--- src/rtl/clebsch_gordan_coefficient_macros.svh ---
// Assertion helpers for the RTL.
`ifndef CLEBSCH_GORDAN_COEFFICIENT_MACROS_SVH
`define CLEBSCH_GORDAN_COEFFICIENT_MACROS_SVH

// Consequent must hold in the same cycle as the antecedent.
`define CGC_ASSERT_NOW(label, clk, rst_n, ante, cons, msg) \
	label: assert property (@(posedge clk) disable iff (!rst_n) (ante) |-> (cons)) \
		else $error(msg);

// Consequent must hold in the cycle after the antecedent.
`define CGC_ASSERT_NEXT(label, clk, rst_n, ante, cons, msg) \
	label: assert property (@(posedge clk) disable iff (!rst_n) (ante) |=> (cons)) \
		else $error(msg);

`endif

--- src/rtl/cgc_pkg.sv ---
`default_nettype none

package cgc_pkg;

	localparam int DBL_W       = 64;
	localparam int FACT_DEPTH  = 64;
	localparam int FACT_AW     = $clog2(FACT_DEPTH);
	localparam logic [DBL_W-1:0] DBL_ONE = 64'h3FF0_0000_0000_0000;

	typedef enum logic [1:0] {
		FOP_MUL,
		FOP_DIV,
		FOP_ADD,
		FOP_SQRT
	} fop_t;

	typedef struct packed {
		logic go;
		fop_t op;
	} fpu_ctl_t;

	typedef struct packed {
		logic done;
		logic idle;
	} fpu_sts_t;

	typedef enum logic [3:0] {
		F_IDLE,
		F_MUL,
		F_PNORM,
		F_DIV,
		F_QNORM,
		F_SQRT,
		F_RNORM,
		F_ALIGN,
		F_ADD,
		F_ANORM,
		F_ROUND,
		F_DONE
	} fpu_st_t;

	typedef enum logic [2:0] {
		S_INIT_ZERO,
		S_INIT_GO,
		S_INIT_WAIT,
		S_IDLE,
		S_CHECK,
		S_FETCH,
		S_OPER,
		S_WAIT
	} seq_st_t;

	// Steps of the microprogram: Racah term, then normalization and final product.
	typedef enum logic [4:0] {
		P_T_N1,
		P_T_N2,
		P_T_NU,
		P_T_D1,
		P_T_D2,
		P_T_D3,
		P_T_DIV,
		P_T_ADD,
		P_N_INT,
		P_N_A,
		P_N_B,
		P_N_C,
		P_N_D,
		P_N_E,
		P_D_P,
		P_D_Q,
		P_D_R,
		P_D_S,
		P_D_T,
		P_N_DIV,
		P_N_SQRT,
		P_N_MUL
	} pc_t;

	typedef enum logic [2:0] {
		U_LDF,
		U_LDI,
		U_MULF,
		U_DIV,
		U_ADD,
		U_SQRT,
		U_MULS
	} uop_t;

endpackage

`default_nettype wire

--- src/rtl/cgc_fpu.sv ---
`default_nettype none

module cgc_fpu import cgc_pkg::*; (
	input  wire logic             clk,
	input  wire logic             arst_n,
	input  wire fpu_ctl_t         ctl,
	input  wire logic [DBL_W-1:0] opa,
	input  wire logic [DBL_W-1:0] opb,
	output fpu_sts_t              sts,
	output logic      [DBL_W-1:0] res
);

	fpu_st_t st_q, st_d;

	logic [105:0] prod_q;
	logic [52:0]  mq_q, den_q, mant_q;
	logic [57:0]  rem_q;
	logic [54:0]  q_q;
	logic [53:0]  rad_q;
	logic [55:0]  bigm_q, smallm_q;
	logic [56:0]  r_q;
	logic         sub_q, g_q, s_q, sign_q;
	logic signed [12:0] exp_q;
	logic [6:0]   cnt_q;
	logic [63:0]  res_q;

	logic         sa, sb, mzero, a_big, div_ge, sq_ge, e_odd, rnd_up;
	logic [10:0]  fa, fb, dexp;
	logic [52:0]  ma, mb;
	logic [53:0]  upper, div_diff, m54;
	logic [57:0]  rem_n, trial;
	logic [63:0]  big, small_op;
	logic signed [12:0] sq_e, sq_x, exp_r;

	always_comb begin
		sa       = opa[63];
		sb       = opb[63];
		fa       = opa[62:52];
		fb       = opb[62:52];
		ma       = {1'b1, opa[51:0]};
		mb       = {1'b1, opb[51:0]};
		mzero    = (fa == 11'd0) || (fb == 11'd0);
		a_big    = opa[62:0] >= opb[62:0];
		big      = a_big ? opa : opb;
		small_op = a_big ? opb : opa;
		dexp     = big[62:52] - small_op[62:52];
		e_odd    = ~fa[0];
		sq_e     = $signed({2'b0, fa}) - 13'sd1075 - $signed({12'b0, e_odd});
		sq_x     = sq_e - 13'sd54;
		upper    = {1'b0, prod_q[105:53]} + (mq_q[0] ? {1'b0, den_q} : 54'd0);
		div_ge   = rem_q[53:0] >= {1'b0, den_q};
		div_diff = div_ge ? rem_q[53:0] - {1'b0, den_q} : rem_q[53:0];
		rem_n    = {rem_q[55:0], rad_q[53:52]};
		trial    = {2'b0, q_q[53:0], 2'b01};
		sq_ge    = rem_n >= trial;
		rnd_up   = g_q & (s_q | mant_q[0]);
		m54      = {1'b0, mant_q} + {53'd0, rnd_up};
		exp_r    = exp_q + $signed({12'b0, m54[53]});
	end

	always_ff @(posedge clk or negedge arst_n) begin
		if (!arst_n) begin
			st_q <= F_IDLE;
		end else begin
			st_q <= st_d;
		end
	end

	always_comb begin
		st_d = st_q;
		unique case (st_q)
			F_IDLE: begin
				if (ctl.go) begin
					unique case (ctl.op)
						FOP_MUL:  st_d = mzero ? F_DONE : F_MUL;
						FOP_DIV:  st_d = F_DIV;
						FOP_SQRT: st_d = F_SQRT;
						FOP_ADD:  st_d = mzero ? F_DONE : F_ALIGN;
						default:  st_d = F_IDLE;
					endcase
				end
			end
			F_MUL:   if (cnt_q == 7'd1) st_d = F_PNORM;
			F_DIV:   if (cnt_q == 7'd1) st_d = F_QNORM;
			F_SQRT:  if (cnt_q == 7'd1) st_d = F_RNORM;
			F_PNORM, F_QNORM, F_RNORM: st_d = F_ROUND;
			F_ALIGN: if (cnt_q == 7'd0) st_d = F_ADD;
			F_ADD:   st_d = F_ANORM;
			F_ANORM: begin
				if (r_q == 57'd0) begin
					st_d = F_DONE;
				end else if (!r_q[56] && r_q[55]) begin
					st_d = F_ROUND;
				end
			end
			F_ROUND: st_d = F_DONE;
			F_DONE:  st_d = F_IDLE;
			default: st_d = F_IDLE;
		endcase
	end

	always_ff @(posedge clk) begin
		case (st_q)
			F_IDLE: begin
				if (ctl.go) begin
					case (ctl.op)
						FOP_MUL: begin
							sign_q <= sa ^ sb;
							exp_q  <= $signed({2'b0, fa}) + $signed({2'b0, fb}) - 13'sd1023;
							prod_q <= '0;
							mq_q   <= ma;
							den_q  <= mb;
							cnt_q  <= 7'd53;
							res_q  <= {sa ^ sb, 63'd0};
						end
						FOP_DIV: begin
							sign_q <= sa ^ sb;
							exp_q  <= $signed({2'b0, fa}) - $signed({2'b0, fb}) + 13'sd1023;
							rem_q  <= {5'd0, ma};
							den_q  <= mb;
							q_q    <= '0;
							cnt_q  <= 7'd55;
						end
						FOP_SQRT: begin
							sign_q <= 1'b0;
							exp_q  <= (sq_x >>> 1) + 13'sd1076;
							rad_q  <= e_odd ? {ma, 1'b0} : {1'b0, ma};
							rem_q  <= '0;
							q_q    <= '0;
							cnt_q  <= 7'd54;
						end
						default: begin
							// add: an operand of zero passes the other through
							res_q    <= (fa == 11'd0) ? opb : opa;
							sign_q   <= big[63];
							sub_q    <= sa ^ sb;
							exp_q    <= $signed({2'b0, big[62:52]});
							bigm_q   <= {1'b1, big[51:0], 3'b0};
							if (dexp >= 11'd58) begin
								smallm_q <= 56'd1;
								cnt_q    <= 7'd0;
							end else begin
								smallm_q <= {1'b1, small_op[51:0], 3'b0};
								cnt_q    <= dexp[6:0];
							end
						end
					endcase
				end
			end
			F_MUL: begin
				prod_q <= {upper, prod_q[52:1]};
				mq_q   <= {1'b0, mq_q[52:1]};
				cnt_q  <= cnt_q - 7'd1;
			end
			F_PNORM: begin
				if (prod_q[105]) begin
					mant_q <= prod_q[105:53];
					g_q    <= prod_q[52];
					s_q    <= |prod_q[51:0];
					exp_q  <= exp_q + 13'sd1;
				end else begin
					mant_q <= prod_q[104:52];
					g_q    <= prod_q[51];
					s_q    <= |prod_q[50:0];
				end
			end
			F_DIV: begin
				rem_q <= {4'd0, div_diff[52:0], 1'b0};
				q_q   <= {q_q[53:0], div_ge};
				cnt_q <= cnt_q - 7'd1;
			end
			F_QNORM: begin
				if (q_q[54]) begin
					mant_q <= q_q[54:2];
					g_q    <= q_q[1];
					s_q    <= q_q[0] | (|rem_q);
				end else begin
					mant_q <= q_q[53:1];
					g_q    <= q_q[0];
					s_q    <= |rem_q;
					exp_q  <= exp_q - 13'sd1;
				end
			end
			F_SQRT: begin
				rem_q <= sq_ge ? rem_n - trial : rem_n;
				q_q   <= {q_q[53:0], sq_ge};
				rad_q <= {rad_q[51:0], 2'b00};
				cnt_q <= cnt_q - 7'd1;
			end
			F_RNORM: begin
				mant_q <= q_q[53:1];
				g_q    <= q_q[0];
				s_q    <= |rem_q;
			end
			F_ALIGN: begin
				if (cnt_q != 7'd0) begin
					smallm_q <= {1'b0, smallm_q[55:2], smallm_q[1] | smallm_q[0]};
					cnt_q    <= cnt_q - 7'd1;
				end
			end
			F_ADD: begin
				r_q <= sub_q ? {1'b0, bigm_q} - {1'b0, smallm_q}
				             : {1'b0, bigm_q} + {1'b0, smallm_q};
			end
			F_ANORM: begin
				if (r_q == 57'd0) begin
					res_q <= '0;
				end else if (r_q[56]) begin
					r_q   <= {1'b0, r_q[56:2], r_q[1] | r_q[0]};
					exp_q <= exp_q + 13'sd1;
				end else if (!r_q[55]) begin
					r_q   <= {r_q[55:0], 1'b0};
					exp_q <= exp_q - 13'sd1;
				end else begin
					mant_q <= r_q[55:3];
					g_q    <= r_q[2];
					s_q    <= r_q[1] | r_q[0];
				end
			end
			F_ROUND: begin
				res_q <= {sign_q, exp_r[10:0], m54[53] ? 52'd0 : m54[51:0]};
			end
			default: begin
			end
		endcase
	end

	assign sts.done = (st_q == F_DONE);
	assign sts.idle = (st_q == F_IDLE);
	assign res      = res_q;

endmodule

`default_nettype wire

--- config.mk ---
export PLATFORM = sky130hd
export DESIGN_NAME = cgc_fpu
export DESIGN_NICKNAME = d
export VERILOG_FILES = /design/src/rtl/clebsch_gordan_coefficient_macros.svh /design/src/rtl/cgc_pkg.sv /design/src/rtl/cgc_fpu.sv
export SDC_FILE = /design/constraint.sdc
export NUM_CORES = 2
export LEC_CHECK = 0
export BUFFER_PORTS_ARGS = -buffer_cell sky130_fd_sc_hd__buf_2
export CORE_MARGIN = 2
export CORE_UTILIZATION = 40
export CTS_CLUSTER_DIAMETER = 30
export DETAILED_ROUTE_END_ITERATION = 12
export PLACE_DENSITY_LB_ADDON = 0.2
export SLEW_MARGIN = 20
export SYNTH_ARGS = -nofsm -noshare
export SYNTH_HDL_FRONTEND = slang
export SYNTH_SLANG_ARGS = --single-unit
--- constraint.sdc ---
create_clock -name clk -period 13.5 [get_ports clk]
set_input_delay 1.35 -clock clk [delete_from_list [all_inputs] [get_ports clk]]
set_output_delay 1.35 -clock clk [all_outputs]
set_load 0.02 [all_outputs]
### After elaboration in Yosys (flattened, before gate mapping)

Cells that the tools add are included.

| storage, ports and cells | value |
|---|---|
| register bits after elaboration | 688 |

| operators by class | value |
|---|---|
| eq/ne operators | 35 |
| reduce and logical (&&, ||, !) cells | 42 |
| magnitude comparators | 4 |
| add/sub/neg operators | 19 |
| bitwise operators | 8 |
| multiplexer cells | 80 |

Operators by type and width:

| cell | count |
|---|---|
| 53-bit 2-to-1 mux | 9 |
| 56-bit 2-to-1 mux | 6 |
| 64-bit 2-to-1 mux | 4 |
| 106-bit 2-to-1 mux | 2 |
| 106-bit case mux with 2 select lines | 1 |
| 53-bit case mux with 4 select lines | 1 |
| 64-bit case mux with 3 select lines | 1 |
| 58-bit case mux with 3 select lines | 1 |
| 55-bit case mux with 3 select lines | 1 |
| 54-bit 2-to-1 mux | 3 |
| 64-bit case mux with 2 select lines | 1 |
| 58-bit 2-to-1 mux | 2 |
| 58-bit case mux with 2 select lines | 1 |
| 57-bit 2-to-1 mux | 2 |
| 57-bit case mux with 2 select lines | 1 |
| 56-bit case mux with 2 select lines | 1 |
| 55-bit 2-to-1 mux | 2 |
| 54-bit case mux with 2 select lines | 1 |
| 53-bit case mux with 2 select lines | 1 |
| 13-bit 2-to-1 mux | 6 |
| 63-bit >= comparator | 1 |
| 63-bit 2-to-1 mux | 1 |
| 58-bit by 56-bit >= comparator with 1-bit output | 1 |
| 58-bit OR reduction | 1 |
| other kinds (67) | 137 |

### Logic depth before layout (Yosys ltp)

| logic depth | value |
|---|---|
| depth after elaboration | 8 |
| mapped depth | 25 |
| mapped depth without buffers | 18 |

### Worst setup path before layout

No wires, ideal clock.

| timing path | value |
|---|---|
| path type | in2reg |
| start point | input port ctl[0] (netlist name) |
| end point | register mq_q[0] (enable) |
| stages on the path | 6 |
| arrival time | 9,898 ps |
| slack | 2,870 ps |
| required time | 12,768 ps |
| buffers on the path | 2 |
| library setup time | 732 ps |
| cells stage by stage | inv_1 -> ha_1 -> clkbuf_1 -> clkbuf_1 -> nand2_1 -> a21oi_1 |

| on the way | value |
|---|---|
| longest elaborated chain between the ends | 3 |

Ends and longest elaborated chain:

| element | line | RTL |
|---|---|---|
| from (decl) | cgc_fpu.sv:6 | `input wire fpu_ctl_t ctl,` |
| 2-bit zero test | cgc_fpu.sv:106 | `case (ctl.op)` |
| 2-bit by 1-bit inequality test with 1-bit output (no source line) | -- |  |
| 3-bit AND reduction (no source line) | -- |  |
| to (signal assigned) | cgc_fpu.sv:111 | `mq_q <= ma;` |
| to (signal assigned) | cgc_fpu.sv:152 | `mq_q <= {1'b0, mq_q[52:1]};` |
| to (decl) | cgc_fpu.sv:16 | `logic [52:0] mq_q, den_q, mant_q;` |

Every way passes these cells.
A chain may end at the register's enable or synchronous reset.

### Worst setup path after layout

| timing path | value |
|---|---|
| start point | input port opb[54] |
| end point | register smallm_q[37], data pin |

| on the way | value |
|---|---|
| longest elaborated chain between the ends | 8 |
| elaborated cells on any way between the ends | 9 |
| those cells by class | 1 x add/sub; 2 x order compare; 6 x mux |

Ends and longest elaborated chain:

| element | line | RTL |
|---|---|---|
| from (decl) | cgc_fpu.sv:8 | `input wire logic [DBL_W-1:0] opb,` |
| 63-bit >= comparator | cgc_fpu.sv:43 | `a_big = opa[62:0] >= opb[62:0];` |
| 64-bit 2-to-1 mux or 63-bit 2-to-1 mux (tied branches) | cgc_fpu.sv:44, cgc_fpu.sv:45 |  |
| 11-bit subtractor | cgc_fpu.sv:46 | `dexp = big[62:52] - small_op[62:52];` |
| 11-bit by 6-bit >= comparator with 1-bit output | cgc_fpu.sv:139 | `if (dexp >= 11'd58) begin` |
| 56-bit 2-to-1 mux * | cgc_fpu.sv:139 |  |
| 56-bit 2-to-1 mux * | cgc_fpu.sv:106 |  |
| 56-bit 2-to-1 mux * | cgc_fpu.sv:105 | `if (ctl.go) begin` |
| 56-bit case mux with 2 select lines * | cgc_fpu.sv:103 | `case (st_q)` |
| to (signal assigned) | cgc_fpu.sv:143 | `smallm_q <= {1'b1, small_op[51:0], 3'b0};` |
| to (signal assigned) | cgc_fpu.sv:197 | `smallm_q <= {1'b0, smallm_q[55:2], smallm_q[1] \| smallm_q[0]};` |
| to (decl) | cgc_fpu.sv:20 | `logic [55:0] bigm_q, smallm_q;` |

Every way passes the cells marked *; elsewhere a longest branch is shown, timed or not. The select of a mux whose other input is x is not followed.

==> results.md <==
- Post-CTS Setup Inserts: 0
- Average vias per placed instance: 6.03
- Vias in the first global route: 45.5k
- Arr. time, crit path: 7.55 ns
- Total number of vias: 47.9k
- Slew headroom: 18.6%
- CTS H-Tree Depth: 4
- CTS tree: yes
- Die ar.: 134000 um^2
- # DRC: 0
- Worst Setup End Kind: flop
- Post-Route WL: 221 mm
- Asr flop ratio synth: 0.583%
- Clock sink total: 686
- Total gr overflow: 0
- Worst hold slack across all endpoints: 0.330 ns
- Pwr/cell area: 218 nW/um^2
- 1st-pass router iterations: 6
- CTS max path bufs: 3
- Wirelength per Cell: 27.8 um
- #FFs+latches synth: 686
- Number of flops mapped to enable cells by yosys: 682
- Final Setup Violations: 0
- Core ar.: 130000 um^2
- Initial antenna violation count: 31
- Leakage power: 25.1 nW
- Cells after Synth: 5862
- IO buf count: 198
- Avg Inst Size Synth: 8.95 um^2
- Cell Area, Synth: 52500 um^2
- Worst setup path class: primary input to flop
- Highest clock rate: 144 MHz
- Fraction of layout cells with a size suffix above 1: 10.6%
- Row count: 132
- Starting Density: 40.4%
- Core Util, Final: 47.8%
- Nets: 6514
- Top FF cell, synth: edfxtp_1
- Max cap viols: 0
- Setup TNS: 0 ns
- Critical path launch point type: primary input
- Antenna-violating nets left: 0
- Final hold violations: 0
- Required time worst endpoint: 14.12 ns
- Area growth, synth to finish: 18.3%
- Post-layout minimum cycle time: 6.93 ns
- Mapped Nets: 6374
- Clk_lat worst skew: 0.84 ns
- Post-CTS resize count: 0
- Global-route wire length before repair: 317 mm
- Gpl congestion: 1.01
- Num CTS Buffers: 198
- CTS Hold Buffers Added: 0
- Yosys cell types: 89
- Num ports: 199
- Tot GR Track Use: 31.9%
- Horiz. Die Dim: 366 um
- Worst Path Max Fanout: 74
- Status: finished, final reports clean
- Die Ht: 366 um
- Post-synthesis sequential area ratio: 39.2%
- RSZ-0062 raised after global routing: no
- Clk_skew: 0.0530 ns
- Clock slew at reported path FFs: 0.04 ns
- Max Transition Viols Final: 0
- HP Class: primary input to asynchronous set/reset pin
- Initial DRC Count: 5583
- Final cycle utilization of the critical path: 51.3%
- Post-DP HPWL: 165 mm
- Pin count of the biggest net entering global routing: 90
- Max VDD drop: 0.000161 V
- Root Driver: clkbuf_16
- Yosys Warn Count: 0
- Tightest Pin Transition: 1.22 ns
[layout make-up]
class | count | area, um^2
clock inverters | 151 | 1870
well taps | 1742 | 2180
multi-input cells | 4483 | 29500
repair buffers | 273 | 1560
inverters | 360 | 1350
clock buffers | 220 | 5040
fillers | 12500 | 67700
diodes | 19 | 47.5
flip-flops and latches | 686 | 20600
[critical path, stage by stage]
cell,delay (ns)
buf_2,0.15
inv_1,0.11
ha_1,0.56
nand2_1,0.13
nor3b_1,0.67
nand4_1,0.48
nor2_1,0.28
a41o_1,0.39
or2_4,0.75
a31oi_1,0.19
ha_1,0.24
a211o_1,0.33
a221oi_1,0.28
o2111ai_1,0.16
xor2_1,0.17
o31ai_1,0.45
o2111ai_4,0.19
buf_4,0.30
o31ai_1,0.32
[power breakdown]
group | switching (mW) | leakage [nW] | internal [mW]
clock | 1.54 | 3.28 | 3.29
combinational | 3.37 | 15.4 | 1.61
sequential | 0.540 | 6.36 | 3.17
[metrics by stage]
stage / cell area [um^2] / cells / worst slack [ns] / power (mW)
2_1_floorplan: 52500 / 5862 / 2.87 / 6.84
3_3_place_gp: 55100 / 7544 / 5.61 / 8.57
3_5_place_dp: 55100 / 7544 / 5.57 / 8.58
4_1_cts: 62000 / 7915 / 6.43 / 13.4
5_1_grt: 62100 / 7924 / 6.02 / 14.1
6_report: 62100 / 7934 / 6.57 / 13.5
[path summary, 6_finish.rpt]
check | endpoint | startpoint | slack (ns) | depth (start not counted)
worst max register to register | rem_q[14]$_DFFE_PP_ | rem_q[9]$_DFFE_PP_ | 6.86 | 16
min in group clk | mq_q[8]$_DFFE_PP_ | mq_q[9]$_DFFE_PP_ | 0.50 | 2
worst min register to register | mq_q[8]$_DFFE_PP_ | mq_q[9]$_DFFE_PP_ | 0.50 | 2
worst max-delay path | smallm_q[37]$_DFFE_PP_ | opb[54] | 6.57 | 19
max in group asynchronous | st_q[2]$_DFFE_PN0P_ | arst_n | 13.03 | 1
worst min-delay path | st_q[0]$_DFFE_PN0P_ | arst_n | 0.33 | 1
[synth_stat cells, types with 119 or more instances]
cell type	n	area, um^2
nand2_1	606	2270
ha_1	374	4680
and2_1	119	744
edfxtp_1	682	20500
a21o_1	141	1060
mux2i_1	235	2350
o21ai_0	416	2080
a21oi_1	619	3100
inv_1	359	1350
nor2_1	471	1770
xnor2_1	194	1700
clkbuf_1	281	1050
[layer usage]
layer	wire length, um	part of all wire, %	vias to the layer above	track usage (%)
met5	66	0.030	-	0
met1	95400	43	23300	44.0
li1	-	-	21800	-
met2	97700	44	2259	49.1
met4	8620	3.9	10	12.8
met3	19000	8.6	397	6.04
[cell families after synthesis]
| kind of cell | synth area share [%] |
|---|---|
| compound gates | 21.3 |
| fa+ha+maj | 9.11 |
| flops | 39.2 |
| mux | 4.55 |
| xor+xnor | 5.19 |
| simple gates | 15.6 |
| buf+inv | 5.06 |
[sequential cells by signal, summed over array words and instances (netlist names), 7 cells and up]
| signal | cells |
|---|---|
| r_q | 57 |
| smallm_q | 56 |
| cnt_q | 7 |
| mant_q | 53 |
| rad_q | 54 |
| res | 64 |
| rem_q | 58 |
| q_q | 55 |
| mq_q | 53 |
| den_q | 52 |
| prod_q | 106 |
| exp_q | 11 |
| bigm_q | 52 |
[cell usage in the layout, fill, tap and decap left out, types with 22 or more instances in the layout]
cell        count
ha_1          374
mux2i_1       235
a31oi_1        37
a221oi_1       40
nor2_1        467
clkinv_1       36
nor4_1         61
nand2_1       603
clkbuf_16     198
buf_4          76
inv_1         358
nand2b_1       50
nand3_1        87
buf_2         197
clkinvlp_4     25
o22ai_1        73
and2_1        119
o21bai_1       77
nor3_1         75
nand4_1        66
bufinv_16      32
clkinv_2       27
or3_1          22
clkbuf_1       22
nor2b_1        40
o31ai_1        77
a21o_1        141
and3_1         36
xor2_1        117
edfxtp_1      682
o21ai_0       415
a211oi_1       60
o21a_1         39
nor3b_1        46
a22oi_1        38
xnor2_1       194
a21oi_1       616
Power figures use the tool's default switching activity.
